===== config.mk =====
export PLATFORM = sky130hd
export DESIGN_NAME = hysteresis_threshold_alarm_core
export DESIGN_NICKNAME = d
export VERILOG_FILES = /design/src/rtl/core/hta_pkg.sv /design/src/rtl/core/hta_channel.sv /design/src/rtl/core/hysteresis_threshold_alarm_core.sv
export SDC_FILE = /design/constraint.sdc
export NUM_CORES = 1
export LEC_CHECK = 0
export BUFFER_PORTS_ARGS = -buffer_cell sky130_fd_sc_hd__buf_2
export CAP_MARGIN = 20
export CORE_MARGIN = 5
export CORE_UTILIZATION = 30
export DETAILED_ROUTE_END_ITERATION = 12
export PLACE_DENSITY = 0.46
export RECOVER_POWER = 50
export SETUP_SLACK_MARGIN = 0.1
export SLEW_MARGIN = 0
export SYNTH_ARGS = -nofsm -noshare
export SYNTH_HDL_FRONTEND = slang
export SYNTH_HIERARCHICAL = 1
export SYNTH_SLANG_ARGS = --single-unit

===== constraint.sdc =====
create_clock -name clk -period 12.88 [get_ports clk]
set_clock_uncertainty 0.1 [all_clocks]
set_input_delay 1.932 -clock clk [delete_from_list [all_inputs] [get_ports clk]]
set_output_delay 1.932 -clock clk [all_outputs]
set_load 0.02 [all_outputs]

===== src/rtl/core/hta_pkg.sv =====
// shared types and constants for the hysteresis threshold alarm
// no dependencies
package hta_pkg;

  localparam int TEMP_W   = 15;
  localparam int HUM_W    = 14;
  localparam int VAL_W    = 17;
  localparam int CFG_W    = 15;
  localparam int CFG_IDX_W = 3;
  localparam int NUM_CH   = 4;
  localparam int REPORT_W = 16;
  localparam int IN_DATA_W  = 32;
  localparam int OUT_DATA_W = NUM_CH * REPORT_W;

  localparam logic OP_SAMPLE = 1'b0;
  localparam logic OP_READ   = 1'b1;

  localparam logic [CFG_IDX_W-1:0] REG_TEMP_HIGH_LIMIT    = 3'd0;
  localparam logic [CFG_IDX_W-1:0] REG_TEMP_LOW_LIMIT     = 3'd1;
  localparam logic [CFG_IDX_W-1:0] REG_TEMP_HYST          = 3'd2;
  localparam logic [CFG_IDX_W-1:0] REG_HUM_HIGH_LIMIT     = 3'd3;
  localparam logic [CFG_IDX_W-1:0] REG_HUM_LOW_LIMIT      = 3'd4;
  localparam logic [CFG_IDX_W-1:0] REG_HUM_HYST           = 3'd5;
  localparam logic [CFG_IDX_W-1:0] REG_CHANNEL_ENABLE     = 3'd6;
  localparam logic [CFG_IDX_W-1:0] REG_CHANNEL_LATCH_MODE = 3'd7;

  localparam logic signed [TEMP_W-1:0] TEMP_HIGH_LIMIT_RST = 15'sd2500;
  localparam logic signed [TEMP_W-1:0] TEMP_LOW_LIMIT_RST  = 15'sd2500;
  localparam logic [TEMP_W-1:0]        TEMP_HYST_RST       = 15'd500;
  localparam logic [HUM_W-1:0]         HUM_HIGH_LIMIT_RST  = 14'd8000;
  localparam logic [HUM_W-1:0]         HUM_LOW_LIMIT_RST   = 14'd2000;
  localparam logic [HUM_W-1:0]         HUM_HYST_RST        = 14'd500;
  localparam logic [NUM_CH-1:0]        CHANNEL_ENABLE_RST  = 4'h0;
  localparam logic [NUM_CH-1:0]        LATCH_MODE_RST      = 4'hf;

  typedef enum logic [1:0] {
    PH_NORMAL  = 2'd0,
    PH_OUTSIDE = 2'd1,
    PH_INSIDE  = 2'd2
  } phase_t;

  typedef struct packed {
    logic sample_en;
    logic read_clr;
  } ch_ctrl_t;

endpackage


===== src/rtl/core/hta_channel.sv =====
// one alarm channel: phase machine, alarm latch and saturating event count
// depends on hta_pkg
module hta_channel #(
  parameter int COUNT_WIDTH = 16
) (
  input  logic                                  clk,
  input  logic                                  rst,
  input  hta_pkg::ch_ctrl_t                     ctrl,
  input  logic                                  high_side,
  input  logic signed [hta_pkg::VAL_W-1:0]      value,
  input  logic signed [hta_pkg::VAL_W-1:0]      thr,
  input  logic signed [hta_pkg::VAL_W-1:0]      hyst,
  output logic                                  latch,
  output logic [hta_pkg::REPORT_W-1:0]          count_report
);

  localparam int RW = (COUNT_WIDTH > hta_pkg::REPORT_W) ? COUNT_WIDTH : hta_pkg::REPORT_W;

  hta_pkg::phase_t phase, phase_next;
  logic [COUNT_WIDTH-1:0] count;
  logic [RW-1:0] count_ext;
  logic signed [hta_pkg::VAL_W-1:0] bound;
  logic beyond, cleared, evt, latch_clr;

  always_comb begin
    bound   = high_side ? (thr - hyst) : (thr + hyst);
    beyond  = high_side ? (value >= thr) : (value <= thr);
    cleared = high_side ? (value <= bound) : (value >= bound);
  end

  always_comb begin
    phase_next = phase;
    if (ctrl.sample_en) begin
      case (phase)
        hta_pkg::PH_OUTSIDE: begin
          if (!beyond) phase_next = hta_pkg::PH_INSIDE;
        end
        hta_pkg::PH_INSIDE: begin
          if (cleared) phase_next = hta_pkg::PH_NORMAL;
          else if (beyond) phase_next = hta_pkg::PH_OUTSIDE;
        end
        default: begin
          phase_next = beyond ? hta_pkg::PH_OUTSIDE : hta_pkg::PH_NORMAL;
        end
      endcase
    end
  end

  always_comb begin
    evt       = 1'b0;
    latch_clr = 1'b0;
    if (ctrl.sample_en) begin
      case (phase)
        hta_pkg::PH_OUTSIDE: ;
        hta_pkg::PH_INSIDE: latch_clr = cleared;
        default: evt = beyond;
      endcase
    end
  end

  always_ff @(posedge clk) begin
    if (rst) begin
      phase <= hta_pkg::PH_NORMAL;
      latch <= 1'b0;
      count <= '0;
    end else begin
      phase <= phase_next;
      if (evt) latch <= 1'b1;
      else if (latch_clr) latch <= 1'b0;
      if (ctrl.read_clr) count <= '0;
      else if (evt && (count != {COUNT_WIDTH{1'b1}})) count <= count + 1'b1;
    end
  end

  // report saturates at the report width
  always_comb begin
    count_ext = RW'(count);
    if (count_ext > RW'(32'h0000_ffff)) count_report = '1;
    else count_report = count_ext[hta_pkg::REPORT_W-1:0];
  end

endmodule


===== src/rtl/core/hysteresis_threshold_alarm_core.sv =====
// four-channel threshold alarm with hysteresis, top level
// depends on hta_pkg and hta_channel
// a read beat's result comes out of the input register through the result register
// throughput: one beat per cycle unless a read beat waits, set by the input register and the result register
// sample beats give no result; a read beat waits only while the result register is full and not taken
// reset: synchronous, restores register defaults, all phases normal, latches and counts clear
module hysteresis_threshold_alarm_core #(
  parameter int COUNT_WIDTH = 16
) (
  input  logic                                   clk,
  input  logic                                   rst,
  input  logic                                   s_axis_tvalid,
  output logic                                   s_axis_tready,
  // temperature [14:0], humidity [28:15], zero fill [31:29]
  input  logic [hta_pkg::IN_DATA_W-1:0]          s_axis_tdata,
  // op
  input  logic                                   s_axis_tuser,
  output logic                                   m_axis_tvalid,
  input  logic                                   m_axis_tready,
  // temp_high_report, temp_low_report, hum_high_report, hum_low_report
  output logic [hta_pkg::OUT_DATA_W-1:0]         m_axis_tdata,
  input  logic                                   cfg_we,
  input  logic [hta_pkg::CFG_IDX_W-1:0]          cfg_index,
  input  logic [hta_pkg::CFG_W-1:0]              cfg_data
);

  localparam int NCH = hta_pkg::NUM_CH;
  localparam int RPW = hta_pkg::REPORT_W;

  logic signed [hta_pkg::TEMP_W-1:0] temp_high_limit, temp_low_limit;
  logic [hta_pkg::TEMP_W-1:0]        temp_hyst;
  logic [hta_pkg::HUM_W-1:0]         hum_high_limit, hum_low_limit, hum_hyst;
  logic [NCH-1:0]                    channel_enable, channel_latch_mode;

  logic                              in_valid;
  logic                              in_op;
  logic [hta_pkg::TEMP_W-1:0]        in_temp;
  logic [hta_pkg::HUM_W-1:0]         in_hum;
  logic                              out_free, adv;

  logic signed [hta_pkg::VAL_W-1:0]  ch_value [NCH];
  logic signed [hta_pkg::VAL_W-1:0]  ch_thr   [NCH];
  logic signed [hta_pkg::VAL_W-1:0]  ch_hyst  [NCH];
  hta_pkg::ch_ctrl_t                 ch_ctrl  [NCH];
  logic [NCH-1:0]                    ch_latch;
  logic [RPW-1:0]                    ch_count [NCH];
  logic [hta_pkg::OUT_DATA_W-1:0]    report;

  // configuration registers
  always_ff @(posedge clk) begin
    if (rst) begin
      temp_high_limit    <= hta_pkg::TEMP_HIGH_LIMIT_RST;
      temp_low_limit     <= hta_pkg::TEMP_LOW_LIMIT_RST;
      temp_hyst          <= hta_pkg::TEMP_HYST_RST;
      hum_high_limit     <= hta_pkg::HUM_HIGH_LIMIT_RST;
      hum_low_limit      <= hta_pkg::HUM_LOW_LIMIT_RST;
      hum_hyst           <= hta_pkg::HUM_HYST_RST;
      channel_enable     <= hta_pkg::CHANNEL_ENABLE_RST;
      channel_latch_mode <= hta_pkg::LATCH_MODE_RST;
    end else if (cfg_we) begin
      case (cfg_index)
        hta_pkg::REG_TEMP_HIGH_LIMIT:    temp_high_limit    <= cfg_data;
        hta_pkg::REG_TEMP_LOW_LIMIT:     temp_low_limit     <= cfg_data;
        hta_pkg::REG_TEMP_HYST:          temp_hyst          <= cfg_data;
        hta_pkg::REG_HUM_HIGH_LIMIT:     hum_high_limit     <= cfg_data[hta_pkg::HUM_W-1:0];
        hta_pkg::REG_HUM_LOW_LIMIT:      hum_low_limit      <= cfg_data[hta_pkg::HUM_W-1:0];
        hta_pkg::REG_HUM_HYST:           hum_hyst           <= cfg_data[hta_pkg::HUM_W-1:0];
        hta_pkg::REG_CHANNEL_ENABLE:     channel_enable     <= cfg_data[NCH-1:0];
        hta_pkg::REG_CHANNEL_LATCH_MODE: channel_latch_mode <= cfg_data[NCH-1:0];
        default: ;
      endcase
    end
  end

  // input register
  assign out_free      = !m_axis_tvalid || m_axis_tready;
  assign adv           = in_valid && ((in_op == hta_pkg::OP_SAMPLE) || out_free);
  assign s_axis_tready = !in_valid || adv;

  always_ff @(posedge clk) begin
    if (rst) begin
      in_valid <= 1'b0;
    end else if (s_axis_tready) begin
      in_valid <= s_axis_tvalid;
    end
  end

  always_ff @(posedge clk) begin
    if (s_axis_tready && s_axis_tvalid) begin
      in_op   <= s_axis_tuser;
      in_temp <= s_axis_tdata[hta_pkg::TEMP_W-1:0];
      in_hum  <= s_axis_tdata[hta_pkg::TEMP_W +: hta_pkg::HUM_W];
    end
  end

  // channel operands: temp high, temp low, hum high, hum low
  always_comb begin
    ch_value[0] = {{2{in_temp[hta_pkg::TEMP_W-1]}}, in_temp};
    ch_value[1] = ch_value[0];
    ch_value[2] = {3'b000, in_hum};
    ch_value[3] = ch_value[2];
    ch_thr[0]   = {{2{temp_high_limit[hta_pkg::TEMP_W-1]}}, temp_high_limit};
    ch_thr[1]   = {{2{temp_low_limit[hta_pkg::TEMP_W-1]}}, temp_low_limit};
    ch_thr[2]   = {3'b000, hum_high_limit};
    ch_thr[3]   = {3'b000, hum_low_limit};
    ch_hyst[0]  = {2'b00, temp_hyst};
    ch_hyst[1]  = {2'b00, temp_hyst};
    ch_hyst[2]  = {3'b000, hum_hyst};
    ch_hyst[3]  = {3'b000, hum_hyst};
  end

  for (genvar i = 0; i < NCH; i++) begin : g_ch
    always_comb begin
      ch_ctrl[i].sample_en = adv && (in_op == hta_pkg::OP_SAMPLE) && channel_enable[i];
      ch_ctrl[i].read_clr  = adv && (in_op == hta_pkg::OP_READ);
    end

    hta_channel #(
      .COUNT_WIDTH(COUNT_WIDTH)
    ) u_channel (
      .clk          (clk),
      .rst          (rst),
      .ctrl         (ch_ctrl[i]),
      .high_side    ((i % 2) == 0),
      .value        (ch_value[i]),
      .thr          (ch_thr[i]),
      .hyst         (ch_hyst[i]),
      .latch        (ch_latch[i]),
      .count_report (ch_count[i])
    );

    assign report[i*RPW +: RPW] = channel_latch_mode[i] ? RPW'(ch_latch[i]) : ch_count[i];
  end

  // result register
  always_ff @(posedge clk) begin
    if (rst) begin
      m_axis_tvalid <= 1'b0;
    end else if (adv && (in_op == hta_pkg::OP_READ)) begin
      m_axis_tvalid <= 1'b1;
    end else if (m_axis_tready) begin
      m_axis_tvalid <= 1'b0;
    end
  end

  always_ff @(posedge clk) begin
    if (adv && (in_op == hta_pkg::OP_READ)) m_axis_tdata <= report;
  end

  a_read_gives_result: assert property (@(posedge clk) disable iff (rst)
    (adv && (in_op == hta_pkg::OP_READ)) |=> m_axis_tvalid)
    else $error("read beat did not produce a result");

  a_read_clears_counts: assert property (@(posedge clk) disable iff (rst)
    (adv && (in_op == hta_pkg::OP_READ)) |=>
      (ch_count[0] == '0) && (ch_count[1] == '0) && (ch_count[2] == '0) && (ch_count[3] == '0))
    else $error("event counts not cleared by read");

  a_sample_keeps_result: assert property (@(posedge clk) disable iff (rst)
    (in_valid && (in_op == hta_pkg::OP_SAMPLE) && m_axis_tvalid && !m_axis_tready) |=>
      (m_axis_tvalid && $stable(m_axis_tdata)))
    else $error("sample beat disturbed a pending result");

  a_stalled_read_waits: assert property (@(posedge clk) disable iff (rst)
    (in_valid && (in_op == hta_pkg::OP_READ) && m_axis_tvalid && !m_axis_tready) |-> !adv)
    else $error("read beat advanced into a full result register");

endmodule


==> flow_summary.ini, run 1 <==
[yosys]
avgSynthCellArea_sq_um = 9.11
ys_ff_latch = 267
synthCells = 2078
syn_area_sq_mm = 0.0189
ys_types = 88
yosysTopAreaCell = dfxtp_1
synth_edf_count = 94
synth_area_leaders = dfxtp_1 (18%), edfxtp_1 (15%), ha_1 (14%)
synth_top_area_share_pct = 18.3
ys_seq_area_share_pct = 33.2
ys_warn_count = 6
ys.flop_type = dfxtp_1
synth-async-reset-ratio_pct = 0

[routing]
wl_per_cell_microns = 16.4
vias = 15300
wl_met3_microns = 2480
drtPass1Iterations = 4
top_layer = met5
wl_microns = 50700
dr_wl_met2_microns = 22400
drt.antenna.violating_nets = 0
drc = 0
via_per_inst = 4.93
met1_length_microns = 24500
first_iter_violations = 863

[clock_tree]
holdBufCountCts = 0
path_clk_slew_ps = 60
cts-root-buf = clkbuf_16
cts_tree = done
htreeDepth = 2
post_cts_resized = 0
clk_path_buf_depth = 3
postCtsSetupBuffers = 0
clkSinkCount = 267
clk_latency_ps = 550
cts_buffers = 36

[worst_setup_path]
critPathCaptureType = flip-flop
crit_type = reg2reg
crit_fanout = 9
critPathArrivalTime_ps = 6340
cp-start-kind = flip-flop
cp.required_ps = 13220

[placement]
portBuffers = 118
gp_congestion = 0.827
place_hpwl_microns = 38600
placed_cell_area_sq_mm = 0.0205

[grt]
grt_overflow = 0
antenna_found_initial = 3
grt_pass1_vias = 14600
grt_max_degree = 90
grt_pass1_wl_microns = 79900
grt_usage_pct = 14.5

[layout]
layout_commonest_cell = ha_1
stdcell_area_sq_mm = 0.0216
drive_above_1_share_pct = 8.42
syn2layout_area_growth_pct = 13.8
final_cell_mix = ha_1 (217), dfxtp_1 (173), a21oi_1 (156)
fin_util_pct = 34.3
layout.nets = 2496

[timing]
finalHoldViolCount = 0
final.min_clock_period_ps = 6000
slew_viol_final = 128
timing.fmax_mhz = 167
fin_tns_setup_ps = 0
relSlewSlack_pct = -97.5
min_period_over_period_pct = 46.6
rsz0062_at_grt = no
worst-slew-pin-transition_ps = 2960
setup_viol = 0

[floorplanning]
fp-row-count = 92
die-area_sq_mm = 0.0683
coreArea_sq_mm = 0.0629
start_util_pct = 30.1
die_h_microns = 261
die_x_microns = 261
io_pins = 122

[pwr]
power.density_mw_per_mm2 = 107
total_power_mw = 2.32
p_leak_nw = 8.72
ir_drop_v = 0.0000726

[min_path]
hold_path_class = reg2reg

[flow_run]
cap_violations = 3

[run_status]
outcome = complete, but fails checks
violations = capacitance limit, slew limit
critical path, stage by stage (launching register included):
cell and delay, ps:
dfxtp_1 420, inv_1 100, ha_1 160, or3b_2 480, or4_1 490, nor2_1 120, nor2_1 60, xnor2_1 120
ha_1 390, nand3_1 90, a211oi_1 390, o311ai_0 230, a21oi_1 220, o21ai_0 170, nor3b_1 210, a311oi_1 80
ha_1 340, and4_1 210, a221oi_1 350, o31ai_1 150, xnor2_1 420, nand3_1 170, o211a_1 260, o21a_1 170
area by class of cell:
cell class,instances,area [sq um]
antenna,1,2.50
clock buffer,49,1010
clock inverter,15,145
fill,6530,41300
inverter,155,582
multi-input combinational,1636,11900
sequential,267,6290
tap,846,1060
timing repair buffer,123,574
Yosys cell counts, types with 29 or more instances:
cell type,count
dfxtp_1,173
edfxtp_1,94
ha_1,217
nand4_1,37
nand2b_1,88
o21ai_0,72
nor2_1,144
clkbuf_1,29
a21oi_1,156
xnor2_1,88
inv_1,154
xor2_1,43
nor3_1,47
nor2b_1,75
mux2i_1,108
nand3_1,44
nand2_1,96
per-layer routing:
metal,GRT usage [%],vias to the layer above
li1,-,7787
met1,20.1,7148
met2,23.0,246
met3,2.95,66
met4,3.80,4
met5,0,-
worst paths after layout:
path	start	end	slack, ps	cells past startpoint
worst max-delay path	hum_hyst[0]	g_ch[3].u_channel/phase[0]	6880	23
worst min-delay path	channel_enable[2]	channel_enable[2]	370	2
worst max register to register	hum_hyst[0]	g_ch[3].u_channel/phase[0]	6880	23
worst min register to register	channel_enable[2]	channel_enable[2]	370	2
cell families (layout without fill, tap and decap cells):
group | after synthesis | after routing | share of synthesized area, %
AO/OA/AOI/OAI | 429 | 429 | 14.7
XOR/XNOR | 132 | 132 | 6.14
adder cells (fa/ha/maj) | 221 | 221 | 14.8
buffers and inverters | 217 | 342 | 4.84
flip-flops | 267 | 267 | 33.2
multiplexers | 113 | 113 | 6.01
other | 2 | 45 | 0.0397
AND/OR/NAND/NOR | 697 | 697 | 20.3
report_power, final:
group	total [mW]	switching (mW)	internal [mW]
combinational	0.426	0.246	0.179
clock	0.981	0.391	0.590
sequential	0.911	0.0235	0.887
total	2.32	0.661	1.66
flip-flops by register name, indices dropped and copies added, names as in the netlist, 15 cells and up:
signal	flops
g_ch.u_channel/count	64
in_temp	15
m_axis_tdata	64
temp_high_limit	15
temp_hyst	15
temp_low_limit	15
per-stage QoR:
| step | hold WS, ps | setup WS, ps | std cells |
|---|---|---|---|
| after floorplan | 344 | 6420 | 2120 |
| after detailed placement | 364 | 6930 | 3026 |
| after CTS | 376 | 6870 | 3090 |
| after global routing | 395 | 6350 | 3091 |
| after global placement | 360 | 6920 | 3026 |
| final | 371 | 6880 | 3092 |
Power figures use the tool's default switching activity.
==> run 2: changes to the inputs <==
PLACE_DENSITY = 0.48   (was 0.46)
clock period = 5 ns   (was 12.88 ns; I/O delays follow)
==> run 2 against run 1 <==
The run ends with capacitance limit, slew limit, setup timing left; non-clock buffer count grew 74; cell count rose by 2.4%; clock-buffer cell count fell by 10; combinational power grew to 2.9 times the previous value; hold slack got worse by 95 ps; power rose to 2.6 times the previous value; critical path depth increased by 1; clock power grew 150%; sequential cell count unchanged; critical path type unchanged.
==> flow_summary.ini, run 2 (synthesized netlist as in run 1, its figures left out) <==
[run_status]
outcome = complete, but fails checks
violations = capacitance limit, slew limit, setup timing

[timing]
worst-slew-pin-transition_ps = 3240
final.min_clock_period_ps = 5170
setup_ws_ps = -169
slew_viol_final = 125
relSlewSlack_pct = -116
min_period_over_period_pct = 103
timing.fmax_mhz = 193
rsz0062_at_grt = yes
finalHoldViolCount = 0
setup_viol = 3

[clock_tree]
clk_path_buf_depth = 3
cts_buffers = 34
cts_tree = done
cts-root-buf = clkbuf_16
clkSinkCount = 267
clk_latency_ps = 550
htreeDepth = 2
path_clk_slew_ps = 60
holdBufCountCts = 0

[layout]
layout.nets = 2568
nFillCells = 6469
largestRegisters = g_ch.u_channel/count (64), m_axis_tdata (64)
syn2layout_area_growth_pct = 18.1
final_cell_mix = ha_1 (214), dfxtp_1 (169), inv_1 (150), a21oi_1 (150), nor2_1 (140)
layout_commonest_cell = ha_1
multi_input_comb_area_sq_mm = 0.0122
stdcell_area_sq_mm = 0.0224
drive_above_1_share_pct = 15.0
seq_area_sq_mm = 0.00629
final_cells = 3166
fin_util_pct = 35.6

[grt]
grt_max_degree = 67
antenna_found_initial = 5
grt_pass1_vias = 15300
grt_usage_pct = 15.3
grt_overflow = 0
grt_pass1_wl_microns = 84400

[worst_setup_path]
cp.required_ps = 5340
cpPeakStageDelay_ps = 470
critical_path_buf_inv_count = 2
crit_type = reg2reg
critPathCaptureType = flip-flop
slowest_stage = or4_4
critPathArrivalTime_ps = 5510
cpLargestDelayFamily = compound AO/OA/AOI/OAI gates
crit_path_cell_trace = inv_2 > ha_4 > or3b_4 > or4_4 > nor4_2 > nor2_1 > xnor2_1 > ha_2 > nor2_4 > inv_2 > a21oi_4 > a311oi_2 > o21a_1 > o2111a_1 > a21oi_2 > o311ai_2 > ha_1 > and4_1 > a221oi_2 > o31ai_2 > xnor2_2 > nand3_2 > o211a_1 > o21a_1
crit_fanout = 3
cp-start-kind = flip-flop

[pwr]
p_seq_share_pct = 38.8
power.density_mw_per_mm2 = 270
p_clk_share_pct = 40.5
switching_share_pct = 29.7
ir_drop_v = 0.000169
power_frac_comb_pct = 20.8
p_leak_nw = 9.25
netSwitchingPower_mw = 1.80
p_int_mw = 4.25

[placement]
placedCellCount = 3096
place_hpwl_microns = 41300
placed_cell_area_sq_mm = 0.0210
pre_cts_slack_ps = -400
gp_congestion = 0.847
portBuffers = 118

[min_path]
hold_path_class = in2reg

[routing]
drt.antenna.violating_nets = 0
drtPass1Iterations = 6
first_iter_violations = 785
drc = 0
vias = 15800
via_per_inst = 5.00
wl_microns = 54200
wl_per_cell_microns = 17.1

[floorplanning]
fp-row-count = 92
die_x_microns = 261
coreArea_sq_mm = 0.0629
die_h_microns = 261
die-area_sq_mm = 0.0683
start_util_pct = 30.1
io_pins = 122

[flow_run]
cap_violations = 3
==> run 2: changes by cell type in the layout (fill, tap and decap cells not counted), sizes merged <==
cell    previous run  this run
buf               81       186
clkbuf            91        50
clkinv            10        14
inv              156       160
diode              1         3
==> run 2: path summary, 6_finish.rpt <==
path         cells past startpoint               from                    endpoint  slack, ps
max                             24        hum_hyst[0]  g_ch[3].u_channel/phase[0]       -170
min reg2reg                      2  channel_enable[3]           channel_enable[3]        380
max reg2reg                     24        hum_hyst[0]  g_ch[3].u_channel/phase[0]       -170
min                              1   s_axis_tdata[12]                 in_temp[12]        280
==> run 2: per-layer routing <==
layer / global-route usage [%] / vias to the layer above / wire length (microns)
met4: 4.72 / 6 / 1640
li1: - / 7947 / -
met5: 0 / - / 53
met1: 21.4 / 7523 / 26300
met2: 24.4 / 282 / 23900
met3: 2.61 / 87 / 2240
==> run 2: cell type report <==
type	count	share of cell area [%]
Antenna cell	3	0.0336
Clock buffer	39	4.03
Clock inverter	23	0.872
Inverter	155	2.60
Multi-Input combinational cell	1636	54.4
Sequential cell	267	28.1
Tap cell	846	4.73
Timing Repair Buffer	197	5.20
==> run 2: power groups by stage <==
stage / logic (mW) / clock network, mW / registers, mW
floorplan: 0.826 / 0 / 2.37
global placement: 1.12 / 0 / 2.39
detailed placement: 1.16 / 0 / 2.39
CTS: 1.19 / 2.54 / 2.34
global route: 1.40 / 2.62 / 2.35
finish: 1.25 / 2.45 / 2.34
==> run 2: through the flow <==
step | setup TNS, ps | power [mW] | hold slack [ps]
6_report | -347 | 6.04 | 276
5_1_grt | -1030 | 6.36 | 242
4_1_cts | -298 | 6.07 | 238
3_5_place_dp | -898 | 3.55 | 367
3_3_place_gp | -747 | 3.51 | 361
2_1_floorplan | 0 | 3.20 | 344
==> run 2: what timing repair did <==
item                                    in CTS  in global routing
pin swaps                                    8                 13
hold endpoints to repair                     0                  0
endpoints found under the setup margin       6                 12
setup buffers                                3                  4
resized for setup                           19                 46
